File: config.mk
export PLATFORM = sky130hd
export DESIGN_NAME = svf_mulc
export DESIGN_NICKNAME = d
export VERILOG_FILES = /design/src/hw/rtl/svf_pkg.sv /design/src/hw/rtl/svf_mulc.sv
export SDC_FILE = /design/constraint.sdc
export NUM_CORES = 2
export LEC_CHECK = 0
export BUFFER_PORTS_ARGS = -buffer_cell sky130_fd_sc_hd__buf_4
export CAP_MARGIN = 10
export CORE_MARGIN = 4
export CORE_UTILIZATION = 26
export DETAILED_ROUTE_END_ITERATION = 10
export GPL_ROUTABILITY_DRIVEN = 0
export PLACE_DENSITY = 0.41
export SKIP_LAST_GASP = 1
export SYNTH_ARGS = -nofsm -noshare
export SYNTH_HDL_FRONTEND = slang
export SYNTH_SLANG_ARGS = --single-unit
File: constraint.sdc
create_clock -name clk -period 18.8 [get_ports clk]
set_input_delay 1.88 -clock clk [delete_from_list [all_inputs] [get_ports clk]]
set_output_delay 1.88 -clock clk [all_outputs]
set_load 0.05 [all_outputs]
File: src/hw/rtl/svf_pkg.sv
// svf_pkg: widths, register indexes, response codes and shared helpers
// for the state variable filter core. No dependencies.
package svf_pkg;

  localparam int SAMPLE_W   = 24;
  localparam int VAL_W      = 40;
  localparam int COEF_W     = 32;
  localparam int SUM_W      = VAL_W + 3;
  localparam int SEL_W      = 2;
  localparam int CFG_ADDR_W = 4;
  localparam int CFG_DATA_W = 32;
  localparam int FRAC_D     = 24;
  localparam int FRAC_G     = 28;

  localparam logic [1:0] REG_SEL  = 2'd0;
  localparam logic [1:0] REG_G    = 2'd1;
  localparam logic [1:0] REG_DAMP = 2'd2;
  localparam logic [1:0] REG_H    = 2'd3;

  localparam logic [SEL_W-1:0] RESP_LP = 2'd0;
  localparam logic [SEL_W-1:0] RESP_BP = 2'd1;
  localparam logic [SEL_W-1:0] RESP_HP = 2'd2;

  localparam logic [COEF_W-1:0] COEF_H_RST = 32'h1000_0000;

  typedef logic signed [VAL_W-1:0] val_t;
  typedef logic signed [SUM_W-1:0] sum_t;

  typedef struct packed {
    logic lo_en;
    logic hi_en;
    logic frac24;
  } mul_ctl_t;

  localparam sum_t SUM_MAX = {{(SUM_W-VAL_W+1){1'b0}}, {(VAL_W-1){1'b1}}};
  localparam sum_t SUM_MIN = {{(SUM_W-VAL_W+1){1'b1}}, {(VAL_W-1){1'b0}}};

  function automatic sum_t ext(input val_t v);
    return SUM_W'(v);
  endfunction

  function automatic val_t sat_val(input sum_t v);
    val_t r;
    if (v > SUM_MAX) begin
      r = SUM_MAX[VAL_W-1:0];
    end else if (v < SUM_MIN) begin
      r = SUM_MIN[VAL_W-1:0];
    end else begin
      r = v[VAL_W-1:0];
    end
    return r;
  endfunction

endpackage

File: src/hw/rtl/svf_mulc.sv
// svf_mulc: shared coefficient multiplier, one 40x17 multiplier used in two
// passes (low then high coefficient half), rounded and saturated result.
// Depends on svf_pkg.
module svf_mulc (
  input  logic                          clk,
  input  svf_pkg::mul_ctl_t             ctl,
  input  svf_pkg::val_t                 opnd,
  input  logic [svf_pkg::COEF_W-1:0]    coef,
  output svf_pkg::val_t                 res
);
  import svf_pkg::*;

  localparam int HALF_W = COEF_W / 2;
  localparam int PROD_W = VAL_W + HALF_W + 1;
  localparam int ACC_W  = VAL_W + COEF_W + 2;

  localparam logic signed [PROD_W-1:0] RND_D = PROD_W'(2 ** (FRAC_D - 1));
  localparam logic signed [PROD_W-1:0] RND_G = PROD_W'(2 ** (FRAC_G - 1));
  localparam logic signed [ACC_W-1:0] LIM_MAX =
    {{(ACC_W-VAL_W+1){1'b0}}, {(VAL_W-1){1'b1}}};
  localparam logic signed [ACC_W-1:0] LIM_MIN =
    {{(ACC_W-VAL_W+1){1'b1}}, {(VAL_W-1){1'b0}}};

  logic [HALF_W-1:0]         c_half;
  logic signed [PROD_W-1:0]  prod;
  logic signed [PROD_W-1:0]  acc_r;
  logic signed [ACC_W-1:0]   full;
  logic signed [ACC_W-1:0]   shifted;
  val_t                      res_r;
  val_t                      res_nxt;

  assign c_half = ctl.hi_en ? coef[COEF_W-1:HALF_W] : coef[HALF_W-1:0];
  assign prod   = opnd * $signed({1'b0, c_half});
  assign full   = (ACC_W'(prod) <<< HALF_W) + ACC_W'(acc_r);
  assign shifted = ctl.frac24 ? (full >>> FRAC_D) : (full >>> FRAC_G);

  always_comb begin
    if (shifted > LIM_MAX) begin
      res_nxt = LIM_MAX[VAL_W-1:0];
    end else if (shifted < LIM_MIN) begin
      res_nxt = LIM_MIN[VAL_W-1:0];
    end else begin
      res_nxt = shifted[VAL_W-1:0];
    end
  end

  always_ff @(posedge clk) begin
    if (ctl.lo_en) begin
      acc_r <= prod + (ctl.frac24 ? RND_D : RND_G);
    end
    if (ctl.hi_en) begin
      res_r <= res_nxt;
    end
  end

  assign res = res_r;

endmodule

# ---- Yosys cells after proc, flatten, opt, wreduce, memory -nomap -nowiden
# Index checks and enable logic that the tools add are counted.
dict set report op_classes {
  addsub 2
  mul 1
  n_div 0
  magnitude_cmp 2
  n_eq_ne 0
  n_shift 0
  n_mux 4
  n_bitwise 0
  n_reduce_logical 0
}
# op n
set ops {}
lappend ops {{$add A73 B57 Y74} 1}
lappend ops {{$add A57 B29 Y57} 1}
lappend ops {{$mul A40 B17 Y57} 1}
lappend ops {{$gt A50 B40 Y1 const B} 1}
lappend ops {{$lt A50 B40 Y1 const B} 1}
lappend ops {{$mux W49} 1}
lappend ops {{$mux W40} 1}
lappend ops {{$mux W28} 1}
lappend ops {{$mux W16} 1}
dict set report totals {
  register_bits 97
  latchBits 0
  ramBits 0
  romBits 0
  in_bits 76
  out_inout_bits 40
  wordCells 11
  memories 0
}

# ---- Depth between registers and ports, before layout
dict set report depth {
  ltp_word 6
  mapped_depth 42
  mapped_depth_nobuf 35
}

# ---- Worst setup path after synthesis
# Ideal clock, no wire load.
dict set report synth_path {
  path_type {in2reg}
  start {input port ctl[1] (netlist name)}
  end {register res_r[36], in the netlist res[36] (data pin)}
  setup_ps 259
  arrival_ps 11163
  required_ps 18541
  slack_ps 7378
  stages 40
  n_path_buf 7
  path_cell_list {buf_4 > clkbuf_1 > mux2_2 > clkbuf_1 > and2_1 > fa_1 > inv_1 > fa_1 > fa_1 > inv_1 > fa_1 > fa_1 > inv_1 > fa_1 > inv_1 > ha_1 > clkbuf_1 > nand4_1 > (+4 left out) > o21ai_0 > xnor2_1 > inv_1 > ha_1 > clkbuf_1 > nand4_1 > nor4_1 > o211ai_1 > a2bb2oi_1 > a311oi_1 > a21oi_1 > a21oi_1 > or3b_2 > nor3_1 > a41o_1 > buf_4 > buf_6 > a21oi_2}
}
dict set report synth_between {
  elab_chain_len 6
  elab_cells_between_ends 7
  cone_classes {add/sub: 1; mul: 1; order compare: 2; mux: 3}
}
# item line_no
set synth_rtl {}
lappend synth_rtl {{from (decl)} svf_mulc.sv:6} ;# input svf_pkg::mul_ctl_t ctl,
lappend synth_rtl {{$mux W16 (*)} svf_mulc.sv:32} ;# assign c_half = ctl.hi_en ? coef[COEF_W-1:HALF_W] : coef[HALF_W-1:0];
lappend synth_rtl {{$mul A40 B17 Y57 (*)} svf_mulc.sv:33} ;# assign prod = opnd * $signed({1'b0, c_half});
lappend synth_rtl {{$add A73 B57 Y74 (*)} svf_mulc.sv:34} ;# assign full = (ACC_W'(prod) <<< HALF_W) + ACC_W'(acc_r);
lappend synth_rtl {{$mux W49} svf_mulc.sv:35} ;# assign shifted = ctl.frac24 ? (full >>> FRAC_D) : (full >>> FRAC_G);
lappend synth_rtl {{$lt A50 B40 Y1} svf_mulc.sv:40} ;# end else if (shifted < LIM_MIN) begin
lappend synth_rtl {{$mux W40} svf_mulc.sv:40}
lappend synth_rtl {{to (signal assigned)} svf_mulc.sv:52} ;# res_r <= res_nxt;
lappend synth_rtl {{to (decl)} svf_mulc.sv:29} ;# val_t res_r;
# Every way passes the cells marked *; elsewhere a longest branch is shown, timed or not.
# A chain may end at the register's enable or synchronous reset.

# ---- Worst setup path after layout
dict set report layout_path {
  start {input port ctl[1] (netlist name)}
  end {register res_r[18], in the netlist res[18] (data pin)}
}
# The elaborated chain is that of the path after synthesis.

==> run_results.csv <==
group,metric,value,unit
route,drtIter0Drc,1248,
flow_run,drv_cap,0,
placed_design,placed_area,32600,µm²
critical_path,cp-start-kind,"primary input",
clock_network,post_cts_buffers,0,
critical_path,path_max_fanout,56,
run_status,status,"finished clean",
floorplan,die_area,122000,µm²
finish,syn_to_final_growth,8.26,%
floorplan,start_util,26.2,%
sta,max_freq,75.4,MHz
critical_path,crit_family,"adder cells",
finish,regArea,2430,µm²
route,totalWireLength,97000,µm
synth,async_flop_share,0,%
floorplan,row_count,125,
clock_network,cts_root_buf,"clkbuf_16",
synth,yosys-mux-area-fraction,1.06,%
sta,fin_tns_setup,0,ns
synth,syn_area_per_cell,8.50,µm²
finish,fill_cells,12600,
critical_path,critPathMostFrequentCell,"fa_1",
synth,synth.distinct_cells,84,
floorplan,die_w,350,µm
synth,synth_enable_flop_cells,81,
sta,clock_skew,0.00620,ns
sta,drv_slew,0,
synth,synth_area,30400,µm²
synth,synth_cells,3575,
placed_design,hpwl,75400,µm
sta,fin_crit_sh,70.6,%
min_path,hold_class,"reg2reg",
floorplan,pin_count,116,
finish,nets,4413,
finish,antenna_cells,0,
clock_network,cts_buffer_depth,2,
sta,maxSlewHeadroom,33.9,%
floorplan,core-area,116000,µm²
placed_design,dp_cells,5053,
route,num_vias,23700,
global_routing,overflow,0,
global_routing,grt_use_total,16.4,%
synth,ys_seq_area_share,8.00,%
route,post_drt_wl_per_cell,19.1,µm
sta,period_minus_slack,13.27,ns
sta,rsz0062_at_grt,"false",
critical_path,cp.required,18.87,ns
critical_path,endpoint_kind,"flop",
finish,final_cell_mix,"inv_1, fa_1, nand2_1, ha_1, a21oi_1",
synth,synth-compound-area-share,10.5,%
clock_network,path_clk_slew,0.06,ns
finish,drive_above_1_share,5.67,%
global_routing,antenna_found_initial,0,
finish,final_cell_area,32900,µm²
clock_network,tritoncts,"built",
finish,layoutNonFillerInstCount,5067,
clock_network,cts_buffers,9,
clock_network,ctsHoldBuffers,0,
synth,yosys_warnings,0,
global_routing,grt_pass1_vias,26300,
synth,syn_nets,4448,
synth,ys.flop_type,"edfxtp_1",
synth,synth_top_family_by_area,"adder cells",
route,via_per_inst,4.67,
global_routing,grt_max_degree,57,
critical_path,crit_slowest_cell,"mux2i_4",
critical_path,crit_buf_inv,7,
critical_path,critPathKind,"in2reg",
synth,synthSimpleGateAreaFrac,17.4,%
route,drc,0,
clock_network,cts_resized,0,
placed_design,numPortBuffers,115,
clock_network,htreeDepth,3,
clock_network,clkSinkCount,81,
finish,mostFrequentLayoutCell,"inv_1",
clock_network,clkLatencyLatePin,0.35,ns
sta,tightestPinTransition,0.992,ns
critical_path,slowest_delay,0.81,ns
sta,finalHoldViolCount,0,
floorplan,die_h,350,µm
route,dr.pass1.iters,5,
placed_design,pre_cts_ws,5.22,ns
synth,yosys.area_share.xor_xnor,3.63,%
sta,setup_violations,0,
route,drtAntennaViolNets,0,
sta,setup_ws,5.53,ns
global_routing,grt_pass1_wl,156000,µm
critical_path,cp.arrival,13.34,ns
finish,multi_input_area,24400,µm²
synth,yosys_register_bits,81,
synth,synthAdderAreaFrac,47.7,%
==> worst register-to-register path, cell delays in order, from the launching register on <==
cell	delay [ns]
edfxtp_1	0.82
ha_1	0.48
a21oi_1	0.32
o21ai_0	0.23
o21ai_0	0.21
a21oi_1	0.06
a311oi_1	0.52
a21oi_1	0.27
nand4b_1	0.16
or3b_2	0.47
nor3_1	0.21
a41o_1	0.20
buf_4	0.45
a31oi_1	0.18
==> final cells by class <==
cell class              count  area share [%]
inverters                 754            8.60
well taps                1524            5.80
clock inverters             5           0.247
flip-flops and latches     81            7.39
repair buffers            134            3.06
multi-input cells        2560            74.2
clock buffers               9           0.685
==> routing by layer <==
layer  routed length [µm]  share of wire (%)  up-vias  GRT usage (%)
met5                    0                  0        -              0
met4                 1780                1.8        0           2.95
met3                 2430                2.5       86           1.08
met2                50800                 52      379           31.0
met1                41900                 43    12200           20.6
li1                     -                  -    11000              -
==> logic make-up after synthesis <==
kind of cell / after synthesis
simple gates: 1110
fa+ha+maj: 797
buf+inv: 934
xor+xnor: 126
mux: 30
flops: 81
compound gates: 497
==> registers in the layout, indices dropped and copies added (netlist names) <==
name,flops
res,40
acc_r,41
==> path summary, 6_finish.rpt <==
check	startpoint	to	slack [ns]	cells past startpoint
min reg2reg	acc_r[33]	res[9]	1.07	4
max	ctl[1]	res[18]	5.53	34
max reg2reg	acc_r[56]	res[18]	13.95	13
min	acc_r[33]	res[9]	1.07	4
==> per-stage QoR <==
| stage | util (%) | hold slack, ns |
|---|---|---|
| after floorplan | - | 0.889 |
| after global placement | 28.1 | 1.08 |
| after detailed placement | 28.1 | 1.09 |
| after CTS | 28.3 | 1.10 |
| after global routing | 28.3 | 1.14 |
| final | 28.3 | 1.07 |
==> synth_stat cells, drive strengths merged (20+ instances only) <==
cell type,instances,area (µm²)
inv,753,2830
fa,601,12000
nand2,559,2100
ha,196,2450
a21oi,185,967
and2,170,1060
clkbuf,155,583
nor2,116,435
o21ai,95,479
nor2b,86,538
xnor2,83,727
edfxtp,81,2430
nand4,56,350
xor2,43,377
a21o,42,315
nor3,26,141
buf,25,151
nand3,24,120
o21bai,24,191
o21a,21,158
a211oi,20,170
o211ai,20,155
Power is left out: the tool's default activity adds up to more than one toggle a clock period on the data nets, which glitch-free logic cannot reach.
